## config.mk

```make
export PLATFORM = sky130hd
export DESIGN_NAME = time_sorted_sample_buffer_top
export DESIGN_NICKNAME = d
export VERILOG_FILES = /design/src/hw/rtl/tsb_pkg.sv /design/src/hw/rtl/tsb_ram.sv /design/src/hw/rtl/tsb_out_stage.sv /design/src/hw/rtl/tsb_ctl.sv /design/src/hw/rtl/time_sorted_sample_buffer_top.sv
export SDC_FILE = /design/constraint.sdc
export NUM_CORES = 2
export LEC_CHECK = 0
export BUFFER_PORTS_ARGS = -buffer_cell sky130_fd_sc_hd__buf_2
export CORE_UTILIZATION = 45
export CTS_CLUSTER_DIAMETER = 150
export DETAILED_ROUTE_END_ITERATION = 8
export PLACE_DENSITY = 0.74
export SETUP_SLACK_MARGIN = 0.4
export SYNTH_ARGS = -nofsm -noshare
export SYNTH_HDL_FRONTEND = slang
export SYNTH_SLANG_ARGS = --single-unit
```

## constraint.sdc

```tcl
create_clock -name clk -period 7 [get_ports clk]
set_input_delay 1.4 -clock clk [delete_from_list [all_inputs] [get_ports clk]]
set_output_delay 1.4 -clock clk [all_outputs]
set_load 0.05 [all_outputs]
```

## src/hw/rtl/tsb_pkg.sv

```systemverilog
// Shared types, constants and helpers for the time-sorted sample buffer.
// No dependencies; imported by every module of the block except tsb_ram.
`default_nettype none

package tsb_pkg;

  localparam int CAPACITY = 64;
  localparam int IDX_W    = $clog2(CAPACITY);
  localparam int CNT_W    = $clog2(CAPACITY + 1);

  localparam int VAL_W    = 10;
  localparam int TIME_W   = 32;
  localparam int HOURS_W  = 8;
  localparam int MAXC_W   = 7;
  localparam int ECNT_W   = 7;
  localparam int CMP_W    = MAXC_W + 1;
  localparam int SPAN_W   = HOURS_W + 12;
  localparam int ENTRY_W  = TIME_W + VAL_W;

  localparam logic [11:0] SEC_PER_HOUR = 12'd3600;

  typedef enum logic [1:0] {
    OP_INSERT = 2'd0,
    OP_READ   = 2'd1,
    OP_CLEAR  = 2'd2
  } op_t;

  typedef enum logic [2:0] {
    ST_IGNORED   = 3'd0,
    ST_STORED    = 3'd1,
    ST_UPDATED   = 3'd2,
    ST_DROPPED   = 3'd3,
    ST_DISCARDED = 3'd4,
    ST_READ      = 3'd5,
    ST_CLEARED   = 3'd6
  } status_t;

  typedef struct packed {
    op_t                 op;
    logic [VAL_W-1:0]    value;
    logic [TIME_W-1:0]   tstamp;
    logic [HOURS_W-1:0]  hours;
    logic [MAXC_W-1:0]   maxc;
  } req_t;

  typedef struct packed {
    status_t             status;
    logic [VAL_W-1:0]    value;
    logic [TIME_W-1:0]   tstamp;
    logic                item_valid;
    logic                last;
    logic [ECNT_W-1:0]   count;
  } res_t;

  // logical slot (0 = oldest) to physical RAM address in the ring
  function automatic logic [IDX_W-1:0] phys_addr(input logic [IDX_W-1:0] head,
                                                  input logic [CNT_W-1:0] lidx);
    logic [CNT_W:0] sum;
    sum = (CNT_W+1)'(head) + (CNT_W+1)'(lidx);
    if (sum >= (CNT_W+1)'(CAPACITY)) begin
      sum = sum - (CNT_W+1)'(CAPACITY);
    end
    return sum[IDX_W-1:0];
  endfunction

  function automatic logic [IDX_W-1:0] next_head(input logic [IDX_W-1:0] head);
    logic [IDX_W-1:0] nh;
    if (head == IDX_W'(CAPACITY - 1)) begin
      nh = '0;
    end else begin
      nh = head + 1'b1;
    end
    return nh;
  endfunction

endpackage

`default_nettype wire

```

## src/hw/rtl/tsb_ram.sv

```systemverilog
// Generic single-port-write, single-port-read RAM with registered read.
// Read-first on a same-address collision. No dependencies.
`default_nettype none

module tsb_ram #(
  parameter int WIDTH = 42,
  parameter int DEPTH = 64
) (
  input  wire logic                     clk,
  input  wire logic                     we,
  input  wire logic [$clog2(DEPTH)-1:0] waddr,
  input  wire logic [WIDTH-1:0]         wdata,
  input  wire logic [$clog2(DEPTH)-1:0] raddr,
  output logic      [WIDTH-1:0]         rdata
);

  logic [WIDTH-1:0] mem [DEPTH];

  always_ff @(posedge clk) begin
    if (we) begin
      mem[waddr] <= wdata;
    end
    rdata <= mem[raddr];
  end

endmodule

`default_nettype wire

```

## src/hw/rtl/tsb_out_stage.sv

```systemverilog
// Result register between the controller and the output stream.
// Depends on tsb_pkg for the result struct.
`default_nettype none

module tsb_out_stage (
  input  wire logic          clk,
  input  wire logic          rst_n,
  input  wire logic          res_valid,
  input  wire tsb_pkg::res_t res,
  output logic               res_ready,
  output logic               out_valid,
  input  wire logic          out_ready,
  output tsb_pkg::res_t      out_res
);
  import tsb_pkg::*;

  logic valid_r;
  res_t res_r;

  // free when empty or being drained this cycle
  assign res_ready = !valid_r || out_ready;
  assign out_valid = valid_r;
  assign out_res   = res_r;

  always_ff @(posedge clk) begin
    if (!rst_n) begin
      valid_r <= 1'b0;
    end else if (res_ready) begin
      valid_r <= res_valid;
    end
  end

  always_ff @(posedge clk) begin
    if (res_valid && res_ready) begin
      res_r <= res;
    end
  end

endmodule

`default_nettype wire

```

## src/hw/rtl/tsb_ctl.sv

```systemverilog
// Sequencer for the sample buffer: search, shift, insert and window readout
// over the ring-organized sample RAM. Depends on tsb_pkg and drives tsb_ram.
`default_nettype none

module tsb_ctl (
  input  wire logic                              clk,
  input  wire logic                              rst_n,
  input  wire logic                              in_valid,
  output logic                                   in_ready,
  input  wire tsb_pkg::req_t                     req,
  output logic                                   res_valid,
  input  wire logic                              res_ready,
  output tsb_pkg::res_t                          res,
  output logic                                   ram_we,
  output logic [tsb_pkg::IDX_W-1:0]              ram_waddr,
  output logic [tsb_pkg::ENTRY_W-1:0]            ram_wdata,
  output logic [tsb_pkg::IDX_W-1:0]              ram_raddr,
  input  wire logic [tsb_pkg::ENTRY_W-1:0]       ram_rdata
);
  import tsb_pkg::*;

  typedef enum logic [7:0] {
    S_IDLE  = 8'b0000_0001,
    S_SRCH  = 8'b0000_0010,
    S_SHIFT = 8'b0000_0100,
    S_PUT   = 8'b0000_1000,
    S_NOW   = 8'b0001_0000,
    S_RREQ  = 8'b0010_0000,
    S_RWAIT = 8'b0100_0000,
    S_DONE  = 8'b1000_0000
  } state_t;

  state_t             state_r, state_nxt;
  logic [IDX_W-1:0]   head_r, head_nxt;
  logic [CNT_W-1:0]   count_r, count_nxt;
  logic [VAL_W-1:0]   val_r, val_nxt;
  logic [TIME_W-1:0]  tim_r, tim_nxt;
  logic [SPAN_W-1:0]  span_r, span_nxt;
  logic [TIME_W-1:0]  cutoff_r, cutoff_nxt;
  logic [MAXC_W-1:0]  maxc_r, maxc_nxt;
  logic [CNT_W-1:0]   idx_r, idx_nxt;
  logic [CNT_W-1:0]   pos_r, pos_nxt;
  logic [CNT_W-1:0]   got_r, got_nxt;
  status_t            status_r, status_nxt;

  logic               accept;
  logic               full;
  logic [TIME_W-1:0]  rd_time;
  logic [VAL_W-1:0]   rd_val;
  logic               do_put;
  logic [CNT_W-1:0]   put_pos;
  logic [VAL_W-1:0]   put_val;
  logic [TIME_W-1:0]  put_time;
  logic [CNT_W-1:0]   found_pos;
  logic               rd_last;

  assign in_ready = (state_r == S_IDLE);
  assign accept   = in_valid && in_ready;
  assign full     = (count_r == CNT_W'(CAPACITY));
  assign rd_time  = ram_rdata[ENTRY_W-1:VAL_W];
  assign rd_val   = ram_rdata[VAL_W-1:0];

  always_comb begin
    state_nxt  = state_r;
    head_nxt   = head_r;
    count_nxt  = count_r;
    val_nxt    = val_r;
    tim_nxt    = tim_r;
    span_nxt   = span_r;
    cutoff_nxt = cutoff_r;
    maxc_nxt   = maxc_r;
    idx_nxt    = idx_r;
    pos_nxt    = pos_r;
    got_nxt    = got_r;
    status_nxt = status_r;

    ram_we     = 1'b0;
    ram_waddr  = '0;
    ram_wdata  = '0;
    ram_raddr  = '0;

    res_valid  = 1'b0;
    res        = '0;

    do_put     = 1'b0;
    put_pos    = pos_r;
    put_val    = val_r;
    put_time   = tim_r;
    found_pos  = '0;
    rd_last    = 1'b0;

    case (state_r)
      S_IDLE: begin
        if (accept) begin
          val_nxt  = req.value;
          tim_nxt  = req.tstamp;
          maxc_nxt = req.maxc;
          span_nxt = SPAN_W'(req.hours) * SPAN_W'(SEC_PER_HOUR);
          case (req.op)
            OP_INSERT: begin
              if (req.value == '0 || req.tstamp == '0) begin
                status_nxt = ST_IGNORED;
                state_nxt  = S_DONE;
              end else if (count_r == '0) begin
                do_put   = 1'b1;
                put_pos  = '0;
                put_val  = req.value;
                put_time = req.tstamp;
              end else begin
                // search from the newest entry down
                idx_nxt   = count_r - 1'b1;
                ram_raddr = phys_addr(head_r, count_r - 1'b1);
                state_nxt = S_SRCH;
              end
            end
            OP_READ: begin
              if (count_r == '0 || req.maxc == '0) begin
                status_nxt = ST_READ;
                state_nxt  = S_DONE;
              end else begin
                ram_raddr = phys_addr(head_r, count_r - 1'b1);
                state_nxt = S_NOW;
              end
            end
            OP_CLEAR: begin
              count_nxt  = '0;
              status_nxt = ST_CLEARED;
              state_nxt  = S_DONE;
            end
            default: begin
              status_nxt = ST_IGNORED;
              state_nxt  = S_DONE;
            end
          endcase
        end
      end

      S_SRCH: begin
        if (rd_time == tim_r) begin
          ram_we     = 1'b1;
          ram_waddr  = phys_addr(head_r, idx_r);
          ram_wdata  = {tim_r, val_r};
          status_nxt = ST_UPDATED;
          state_nxt  = S_DONE;
        end else if (rd_time < tim_r || idx_r == '0) begin
          found_pos = (rd_time < tim_r) ? idx_r + 1'b1 : '0;
          if (found_pos == count_r) begin
            do_put  = 1'b1;
            put_pos = found_pos;
          end else if (full && found_pos == '0) begin
            status_nxt = ST_DISCARDED;
            state_nxt  = S_DONE;
          end else begin
            // move entries found_pos..count-1 up one slot, newest first
            pos_nxt   = found_pos;
            idx_nxt   = count_r - 1'b1;
            ram_raddr = phys_addr(head_r, count_r - 1'b1);
            state_nxt = S_SHIFT;
          end
        end else begin
          idx_nxt   = idx_r - 1'b1;
          ram_raddr = phys_addr(head_r, idx_r - 1'b1);
        end
      end

      S_SHIFT: begin
        // when full, the top write lands on the oldest slot, which is dropped
        ram_we    = 1'b1;
        ram_waddr = phys_addr(head_r, idx_r + 1'b1);
        ram_wdata = ram_rdata;
        if (idx_r == pos_r) begin
          state_nxt = S_PUT;
        end else begin
          idx_nxt   = idx_r - 1'b1;
          ram_raddr = phys_addr(head_r, idx_r - 1'b1);
        end
      end

      S_PUT: begin
        do_put  = 1'b1;
        put_pos = pos_r;
      end

      S_NOW: begin
        cutoff_nxt = (rd_time > TIME_W'(span_r)) ? rd_time - TIME_W'(span_r) : '0;
        idx_nxt    = '0;
        got_nxt    = '0;
        state_nxt  = S_RREQ;
      end

      S_RREQ: begin
        // issue only with the result register free, so S_RWAIT can always load
        if (res_ready) begin
          ram_raddr = phys_addr(head_r, idx_r);
          state_nxt = S_RWAIT;
        end
      end

      S_RWAIT: begin
        if (rd_time >= cutoff_r) begin
          rd_last = (idx_r == count_r - 1'b1) ||
                    ((CMP_W'(got_r) + 1'b1) == CMP_W'(maxc_r));
          res_valid      = 1'b1;
          res.status     = ST_READ;
          res.value      = rd_val;
          res.tstamp     = rd_time;
          res.item_valid = 1'b1;
          res.last       = rd_last;
          res.count      = ECNT_W'(count_r);
          got_nxt        = got_r + 1'b1;
          if (rd_last) begin
            state_nxt = S_IDLE;
          end else begin
            idx_nxt   = idx_r + 1'b1;
            state_nxt = S_RREQ;
          end
        end else begin
          idx_nxt   = idx_r + 1'b1;
          state_nxt = S_RREQ;
        end
      end

      S_DONE: begin
        if (res_ready) begin
          res_valid  = 1'b1;
          res.status = status_r;
          res.last   = 1'b1;
          res.count  = ECNT_W'(count_r);
          state_nxt  = S_IDLE;
        end
      end

      default: begin
        state_nxt = S_IDLE;
      end
    endcase

    // place the new sample; a full ring advances its head past the oldest
    if (do_put) begin
      ram_we    = 1'b1;
      ram_waddr = phys_addr(head_r, put_pos);
      ram_wdata = {put_time, put_val};
      if (full) begin
        head_nxt   = next_head(head_r);
        status_nxt = ST_DROPPED;
      end else begin
        count_nxt  = count_r + 1'b1;
        status_nxt = ST_STORED;
      end
      state_nxt = S_DONE;
    end
  end

  always_ff @(posedge clk) begin
    if (!rst_n) begin
      state_r <= S_IDLE;
      head_r  <= '0;
      count_r <= '0;
    end else begin
      state_r <= state_nxt;
      head_r  <= head_nxt;
      count_r <= count_nxt;
    end
  end

  always_ff @(posedge clk) begin
    val_r    <= val_nxt;
    tim_r    <= tim_nxt;
    span_r   <= span_nxt;
    cutoff_r <= cutoff_nxt;
    maxc_r   <= maxc_nxt;
    idx_r    <= idx_nxt;
    pos_r    <= pos_nxt;
    got_r    <= got_nxt;
    status_r <= status_nxt;
  end

endmodule

`default_nettype wire

```

## src/hw/rtl/time_sorted_sample_buffer_top.sv

```systemverilog
// Time-sorted sample buffer top; uses tsb_pkg, tsb_ram, tsb_ctl and tsb_out_stage.
// Clear, unknown op, ignored insert, insert into empty and empty read need no RAM walk;
// other inserts scan entries from the newest down, then on a shift move entries up a slot,
// one entry at a time over the single RAM port pair. Read walks entries from the oldest,
// one result per entry in the window up to max_count. One item in flight; next transfer in
// taken at idle. Reset: sync, active low; empties store, RAM not cleared.
`default_nettype none

module time_sorted_sample_buffer_top (
  input  wire logic        clk,
  input  wire logic        rst_n,

  input  wire logic        in_tvalid,
  output logic             in_tready,
  // [9:0] glucose_value, [41:10] sample_time, [49:42] window_hours,
  // [56:50] max_count, [63:57] zero
  input  wire logic [63:0] in_tdata,
  // [1:0] operation
  input  wire logic [1:0]  in_tuser,

  output logic             out_tvalid,
  input  wire logic        out_tready,
  // [9:0] out_value, [41:10] out_time, [48:42] entry_count, [55:49] zero
  output logic [55:0]      out_tdata,
  // [2:0] status, [3] item_valid
  output logic [3:0]       out_tuser,
  // last_item
  output logic             out_tlast
);
  import tsb_pkg::*;

  req_t               req;
  res_t               res;
  res_t               out_res;
  logic               res_valid;
  logic               res_ready;
  logic               ram_we;
  logic [IDX_W-1:0]   ram_waddr;
  logic [ENTRY_W-1:0] ram_wdata;
  logic [IDX_W-1:0]   ram_raddr;
  logic [ENTRY_W-1:0] ram_rdata;

  // unpack the input transfer
  assign req.op     = op_t'(in_tuser);
  assign req.value  = in_tdata[9:0];
  assign req.tstamp = in_tdata[41:10];
  assign req.hours  = in_tdata[49:42];
  assign req.maxc   = in_tdata[56:50];

  // samples live in one ring-addressed RAM: {time, value} per entry
  tsb_ram #(
    .WIDTH (ENTRY_W),
    .DEPTH (CAPACITY)
  ) u_ram (
    .clk   (clk),
    .we    (ram_we),
    .waddr (ram_waddr),
    .wdata (ram_wdata),
    .raddr (ram_raddr),
    .rdata (ram_rdata)
  );

  // sequencer: search, shift, insert, window walk
  tsb_ctl u_ctl (
    .clk       (clk),
    .rst_n     (rst_n),
    .in_valid  (in_tvalid),
    .in_ready  (in_tready),
    .req       (req),
    .res_valid (res_valid),
    .res_ready (res_ready),
    .res       (res),
    .ram_we    (ram_we),
    .ram_waddr (ram_waddr),
    .ram_wdata (ram_wdata),
    .ram_raddr (ram_raddr),
    .ram_rdata (ram_rdata)
  );

  // output register decouples the result transfer from the sequencer
  tsb_out_stage u_out (
    .clk       (clk),
    .rst_n     (rst_n),
    .res_valid (res_valid),
    .res       (res),
    .res_ready (res_ready),
    .out_valid (out_tvalid),
    .out_ready (out_tready),
    .out_res   (out_res)
  );

  assign out_tdata = {7'b0, out_res.count, out_res.tstamp, out_res.value};
  assign out_tuser = {out_res.item_valid, out_res.status};
  assign out_tlast = out_res.last;

endmodule

`default_nettype wire
```

### Yosys cells after proc, flatten, opt, wreduce, memory -nomap -nowiden

Memories as Yosys holds them, arrays and structs flattened. A register that Yosys moved wholly into a read port is not among the register bits.
Index checks and enable logic that the tools add are counted.

* memories kept: 1
* bits in registers: 197
* input port bits: 70
* memory bits (writable): 2688

Memories
* u_ram.mem: depth 64, width 42, rd ports 1, clocked after Yosys merged registers in 1, wr ports 1, line tsb_ram.sv:17 `logic [WIDTH-1:0] mem [DEPTH];`

* eq/ne operators: 44
* multipliers: 1
* $add $sub $neg: 18
* mux-type cells: 110
* reduce and logical (&&, ||, !) cells: 29
* magnitude comparators: 8
* bitwise gates (word level): 5

Operator list (count)
* $mux W7: 25
* $mux W32: 5
* $mux W6: 20
* $mux W8: 13
* $mux W42: 2
* $pmux W42 S2: 1
* $pmux W8 S8: 1
* $mux W54: 1
* $mux W10: 5
* $add A6 B7 Y8: 5
* $ge A8 B7 Y1 const B: 5
* $pmux W7 S5: 1
* $eq A32 B32 Y1: 1
* $ge A32 B32 Y1: 1
* $gt A32 B20 Y1: 1
* $logic_not A32 Y1: 1
* $lt A32 B32 Y1: 1
* $pmux W8 S2: 2
* $sub A32 B20 Y32: 1
* $sub A6 B1 Y6 const B: 5
* $logic_not A7 Y1: 4
* $pmux W7 S2: 2
* $mux W3: 9
* $pmux W6 S2: 2
* 50 further kinds: 101

### Logic depth before layout (Yosys ltp)

* depth after elaboration: 11
* mapped depth: 25

### By module

A second synthesis with hierarchy kept.

* cells, all modules: 5831
* area total of the unflattened synthesis: 116979.7 sq um

Modules (own cells, without submodules)
* tsb_ram: area each 102965.0 sq um, cells an instance 4448, instances 1
* tsb_ctl: area each 12279.3 sq um, cells an instance 1316, instances 1
* tsb_out_stage: area each 1679.1 sq um, cells an instance 59, instances 1
* time_sorted_sample_buffer_top: area each 56.3 sq um, cells an instance 8, instances 1

### Least setup slack after synthesis

OpenSTA, ideal clock, no wires.

* kind: register -> register
* start point: register u_ctl.idx_r[0]
* end point: memory u_ram.mem[0][0], enable pin
* period minus slack after synthesis: 6.825 ns
* slack: 0.175 ns
* buffers on the path: 2
* data arrival time: 6.383 ns
* required time: 6.558 ns
* stages on the path, launching flop included: 24
* cell sequence: edfxtp_1 > buf_1 > inv_1 > ha_1 > inv_1 > nand3_1 > o32a_1 > nor3_1 > o211a_1 > and3_1 > buf_1 > a32oi_1 > nand2_1 > o21ai_0 > ha_1 > a21o_1 > a21oi_1 > o21bai_1 > a21oi_1 > xnor2_1 > a211o_1 > a31oi_1 > nand2_1 > nor2_1

* word-level cells in the longest chain between the ends: 11

Ends and longest elaborated chain
* start, declared: line tsb_ctl.sv:41 `logic [CNT_W-1:0] idx_r, idx_nxt;`
* start signal, assigned: line tsb_ctl.sv:272 `idx_r <= idx_nxt;`
* $add A7 B1 Y7: line tsb_ctl.sv:146, tsb_ctl.sv:169
* $mux W7: line tsb_ctl.sv:146 `found_pos = (rd_time < tim_r) ? idx_r + 1'b1 : '0;`
* $eq A7 B7 Y1: line tsb_ctl.sv:147 `if (found_pos == count_r) begin`
* $mux W7: line tsb_ctl.sv:147
* $mux W7: line tsb_ctl.sv:145 `end else if (rd_time < tim_r || idx_r == '0) begin`
* $mux W7: line tsb_ctl.sv:139 `if (rd_time == tim_r) begin`
* $pmux W7 S2: line tsb_ctl.sv:92 `case (state_r)`
* $add A6 B7 Y8: line tsb_pkg.sv:59 `sum = (CNT_W+1)'(head) + (CNT_W+1)'(lidx);`
* $ge A8 B7 Y1 / $sub A6 B1 Y6 (equally long branches): line tsb_pkg.sv:60, tsb_pkg.sv:61
* $mux W6: line tsb_pkg.sv:60 `if (sum >= (CNT_W+1)'(CAPACITY)) begin`
* $mux W6: line tsb_ctl.sv:239 `if (do_put) begin`
* end, declared: line tsb_ram.sv:17

Several ways; a longest one is shown, not always the timed one.

### Worst setup path after layout

* start point: register u_ctl.tim_r[31]
* end point: register u_ram.rdata[15] (read register of u_ram.mem)

* word-level cells in the longest chain between the ends: 9

Ends and longest elaborated chain
* start, declared: line tsb_ctl.sv:37 `logic [TIME_W-1:0] tim_r, tim_nxt;`
* start signal, assigned: line tsb_ctl.sv:268 `tim_r <= tim_nxt;`
* $lt A32 B32 Y1: line tsb_ctl.sv:145, tsb_ctl.sv:146
* $mux W7: line tsb_ctl.sv:146
* $logic_not A7 Y1: line tsb_ctl.sv:150 `end else if (full && found_pos == '0) begin`
* $logic_and A1 B1 Y1: line tsb_ctl.sv:150
* $mux W6: line tsb_ctl.sv:150
* $mux W6: line tsb_ctl.sv:147
* $mux W6: line tsb_ctl.sv:145
* $mux W6 *: line tsb_ctl.sv:139
* $pmux W6 S4 *: line tsb_ctl.sv:92
* end, declared: line tsb_ram.sv:14 `output logic [WIDTH-1:0] rdata`

Every way passes the cells marked *; elsewhere a longest branch is shown, timed or not.
A chain may end at the register's enable or synchronous reset.

==> results.sh <==
export IMPL_status="finished, final reports clean"
export IMPL_finClkSkew_ns=0.05011
export IMPL_ant_nets=0
export IMPL_avgSynthCellArea_sq_um=13.47
export IMPL_synth_top_family_by_area="simple AND/OR/NAND/NOR gates"
export IMPL_fin_nets=9722
export IMPL_netlist_area_sq_um=120800
export IMPL_wl_met1_mm=125.9
export IMPL_worst_pin_slew_ns=1.313
export IMPL_r2r_start="u_ctl.tim_r[31]"
export IMPL_ir_worst_vdd_uv=299.0
export IMPL_yosysTopAreaCellShare=0.7119
export IMPL_wl_met3_mm=47.21
export IMPL_core_area_sq_um=266000
export IMPL_dieArea_sq_um=270400
export IMPL_hold_violations=0
export IMPL_p_sw_frac=0.2594
export IMPL_drive_above_1_share=0.1408
export IMPL_area_delta_synth_final_pct=16.10
export IMPL_cts_tree="built"
export IMPL_critical_path_arrival_ns=7.20
export IMPL_gp_congestion=0.9316
export IMPL_crit_path_start_kind="register"
export IMPL_top_layer="met5"
export IMPL_rows=189
export IMPL_synth_common_cells="edfxtp_1, nand2_1, nand3_1"
export IMPL_overflow=0
export IMPL_finalNonFillerCells=13240
export IMPL_rsz0062_at_grt="no"
export IMPL_finalSetupViolCount=0
export IMPL_synth_compound_area_share=0.06313
export IMPL_stdcell_area_sq_um=140200
export IMPL_numClockSinks=2927
export IMPL_htree_levels=5
export IMPL_dp_slack_ns=0.1719
export IMPL_muxShareOfSynthArea=0.03023
export IMPL_relSlewSlack=0.1244
export IMPL_yosysMostFrequentCell="edfxtp_1"
export IMPL_chipWidth_microns=520.0
export IMPL_worst_r2r_cell_count=17
export IMPL_whs_ns=0.5210
export IMPL_synth_area_leaders="edfxtp_1, nand2_1, nand3_1, mux2i_1, ha_1"
export IMPL_cts_made_buffers=309
export IMPL_p_seq_frac=0.497
export IMPL_ys_warn_count=0
export IMPL_placedCellCount=12700
export IMPL_pwr_share_comb=0.130
export IMPL_drv_cap=0
export IMPL_drt_initial_drc_count=11650
export IMPL_initial_core_util=0.4539
export IMPL_first_global_vias=78140
export IMPL_seq_area_frac_synth=0.7225
export IMPL_p_per_area_nw_per_um2=292.6
export IMPL_critical_path_class="register to register"
export IMPL_ff_latch_area_sq_um=87250
export IMPL_wire_per_inst_microns=26.41
export IMPL_period_needed_ns=6.454
export IMPL_multi_input_area_sq_um=31210
export IMPL_clk_insertion_delay_late_ns=0.95
export IMPL_io_pins=133
export IMPL_place_area_sq_um=130800
export IMPL_synth_fa_ha_area_frac=0.01797
export IMPL_endpoint_kind="register"
export IMPL_fmax_ghz=0.1550
export IMPL_grtUsageTotal=0.2520
export IMPL_antenna_found_initial=28
export IMPL_required_ns=7.75
export IMPL_synthFlopType="edfxtp_1"
export IMPL_p_leak_nw=50.22
export IMPL_hold_start="u_ctl.status_r[0]"
export IMPL_slew_viol_final=0
export IMPL_syn_inst=8966
export IMPL_routed_via_density=6.101
export IMPL_ctsHoldBuffers=0
export IMPL_synth_enable_flop_cells=2863
export IMPL_crit_start="u_ctl.tim_r[31]"
export IMPL_cp_max_fo=11
export IMPL_synth_async_sr_flop_share=0
export IMPL_power_internal_w=0.03038
export IMPL_path_clk_slew_ns=0.06
export IMPL_synth_seq_cells=2927
export IMPL_timing_rr_end="u_ram.rdata[15]"
export IMPL_io_buffers=118
export IMPL_synth_xor_area_frac=0.006714
export IMPL_wirelength_mm=349.8
export IMPL_die_y_microns=520.0
export IMPL_ys_types=100
export IMPL_fill_cells=21000
export IMPL_drcViolationCount=0
export IMPL_grt_pass1_wl_mm=507.6
export IMPL_clock_power_share=0.373
export IMPL_reg2reg_setup_slack_ns=0.55
export IMPL_setup_slack_ns=0.5463
export IMPL_switching_power_w=0.01064
export IMPL_clk_path_buf_depth=4
export IMPL_vias=80790
export IMPL_dr_pass1_iters=9
export IMPL_hp_class="register to register"
export IMPL_yosysTopAreaCell="edfxtp_1"
export IMPL_dp_hpwl_mm=217.7
export IMPL_finalCritPeriodShare=0.9220
export IMPL_synth_simple_gate_area_frac=0.1340
export IMPL_grt_max_degree=103
export IMPL_met2_length_mm=160.6
export IMPL_cts_root_buf="clkbuf_16"
export IMPL_crit_end="u_ram.rdata[15]"
## per-layer routing
layer	GRT usage	vias up
li1	-	34570
met1	0.3285	39570
met2	0.3959	5705
met3	0.06979	920
met4	0.1083	28
met5	0	-
## critical path, stage by stage (launching register included)
cell	delay [ns]
edfxtp_1	0.40
inv_1	0.07
ha_1	0.25
a21o_1	0.21
a211oi_1	0.22
o31ai_1	0.14
o31ai_2	0.66
a311oi_2	0.21
o211a_1	0.31
and4_1	0.24
buf_4	0.21
o31a_2	0.54
buf_4	0.23
nor2_1	0.92
a211oi_1	0.22
o21ai_0	0.32
a31oi_1	0.33
nor4_2	0.77
## power groups by stage
stage	Sequential (W)	Clock, W	Combinational (W)
final	0.0204	0.0153	0.00535
after global routing	0.0204	0.0160	0.00568
after CTS	0.0204	0.0154	0.00521
after detailed placement	0.0207	0	0.00516
after global placement	0.0207	0	0.00503
after floorplan	0.0208	0	0.00278
## metrics by stage
| stage | setup TNS, ns | total power, W | util |
|---|---|---|---|
| global route | 0 | 0.04207 | 0.5270 |
| global placement | -1.280 | 0.02575 | 0.4914 |
| finish | 0 | 0.04102 | 0.5270 |
| CTS | 0 | 0.04096 | 0.5264 |
| detailed placement | 0 | 0.02589 | 0.4916 |
| floorplan | 0 | 0.02358 | - |
## flip-flops by register name, indices dropped and copies added, names as in the netlist, 8 cells and up
name            count
u_ram.rdata        42
u_ctl.val_r        10
u_out.out_res      54
u_ctl.state_r       8
u_ctl.tim_r        32
u_ram.mem        2688
u_ctl.cutoff_r     32
u_ctl.span_r       16
## final cells by class
class | count | share of cell area
clock inverters | 143 | 0.007505
clock buffers | 386 | 0.05848
diodes | 5 | 0.00008924
well taps | 3533 | 0.03153
multi-input cells | 5357 | 0.2226
flip-flops and latches | 2927 | 0.6223
inverters | 152 | 0.004069
repair buffers | 740 | 0.05341
## repair_timing
| action | 4_1_cts | 5_1_grt |
|---|---|---|
| setup buffers | 0 | 7 |
| endpoints found under the setup margin | 1 | 1344 |
| pin swaps | 0 | 2 |
| gates cloned | 0 | 2 |
| gates resized for setup | 1 | 6 |
## kinds of logic after synthesis
| family | count (synthesis) |
|---|---|
| AO/OA/AOI/OAI | 1113 |
| XOR/XNOR | 91 |
| adder cells (fa/ha/maj) | 165 |
| buffers and inverters | 688 |
| flip-flops | 2927 |
| multiplexers | 310 |
| other | 1 |
| AND/OR/NAND/NOR | 3671 |
## cells in the final DEF, fill, tap and decap left out, types with 69 or more instances in the layout
cell       count
a21oi_1      272
a221oi_1      80
a31oi_1      106
and2_1        75
and3_1       127
buf_12       175
buf_2        118
buf_4        444
clkbuf_16    317
clkinv_1      69
edfxtp_1    2863
ha_1         151
inv_1        132
mux2i_1      265
nand2_1     2027
nand3_1      873
nor2_1       186
o21ai_0      133
## worst min path at each step
stage / to / slack, ns / cells after the start
finish: u_out.out_res[51] / 0.52 / 1
global route: u_out.out_res[51] / 0.55 / 1
CTS: u_out.out_res[51] / 0.53 / 1
detailed placement: u_out.out_res[51] / 0.52 / 1
global placement: u_out.out_res[52] / 0.52 / 1
floorplan: u_out.out_res[51] / 0.50 / 1
Note: power is estimated with default switching activity, not from simulation.
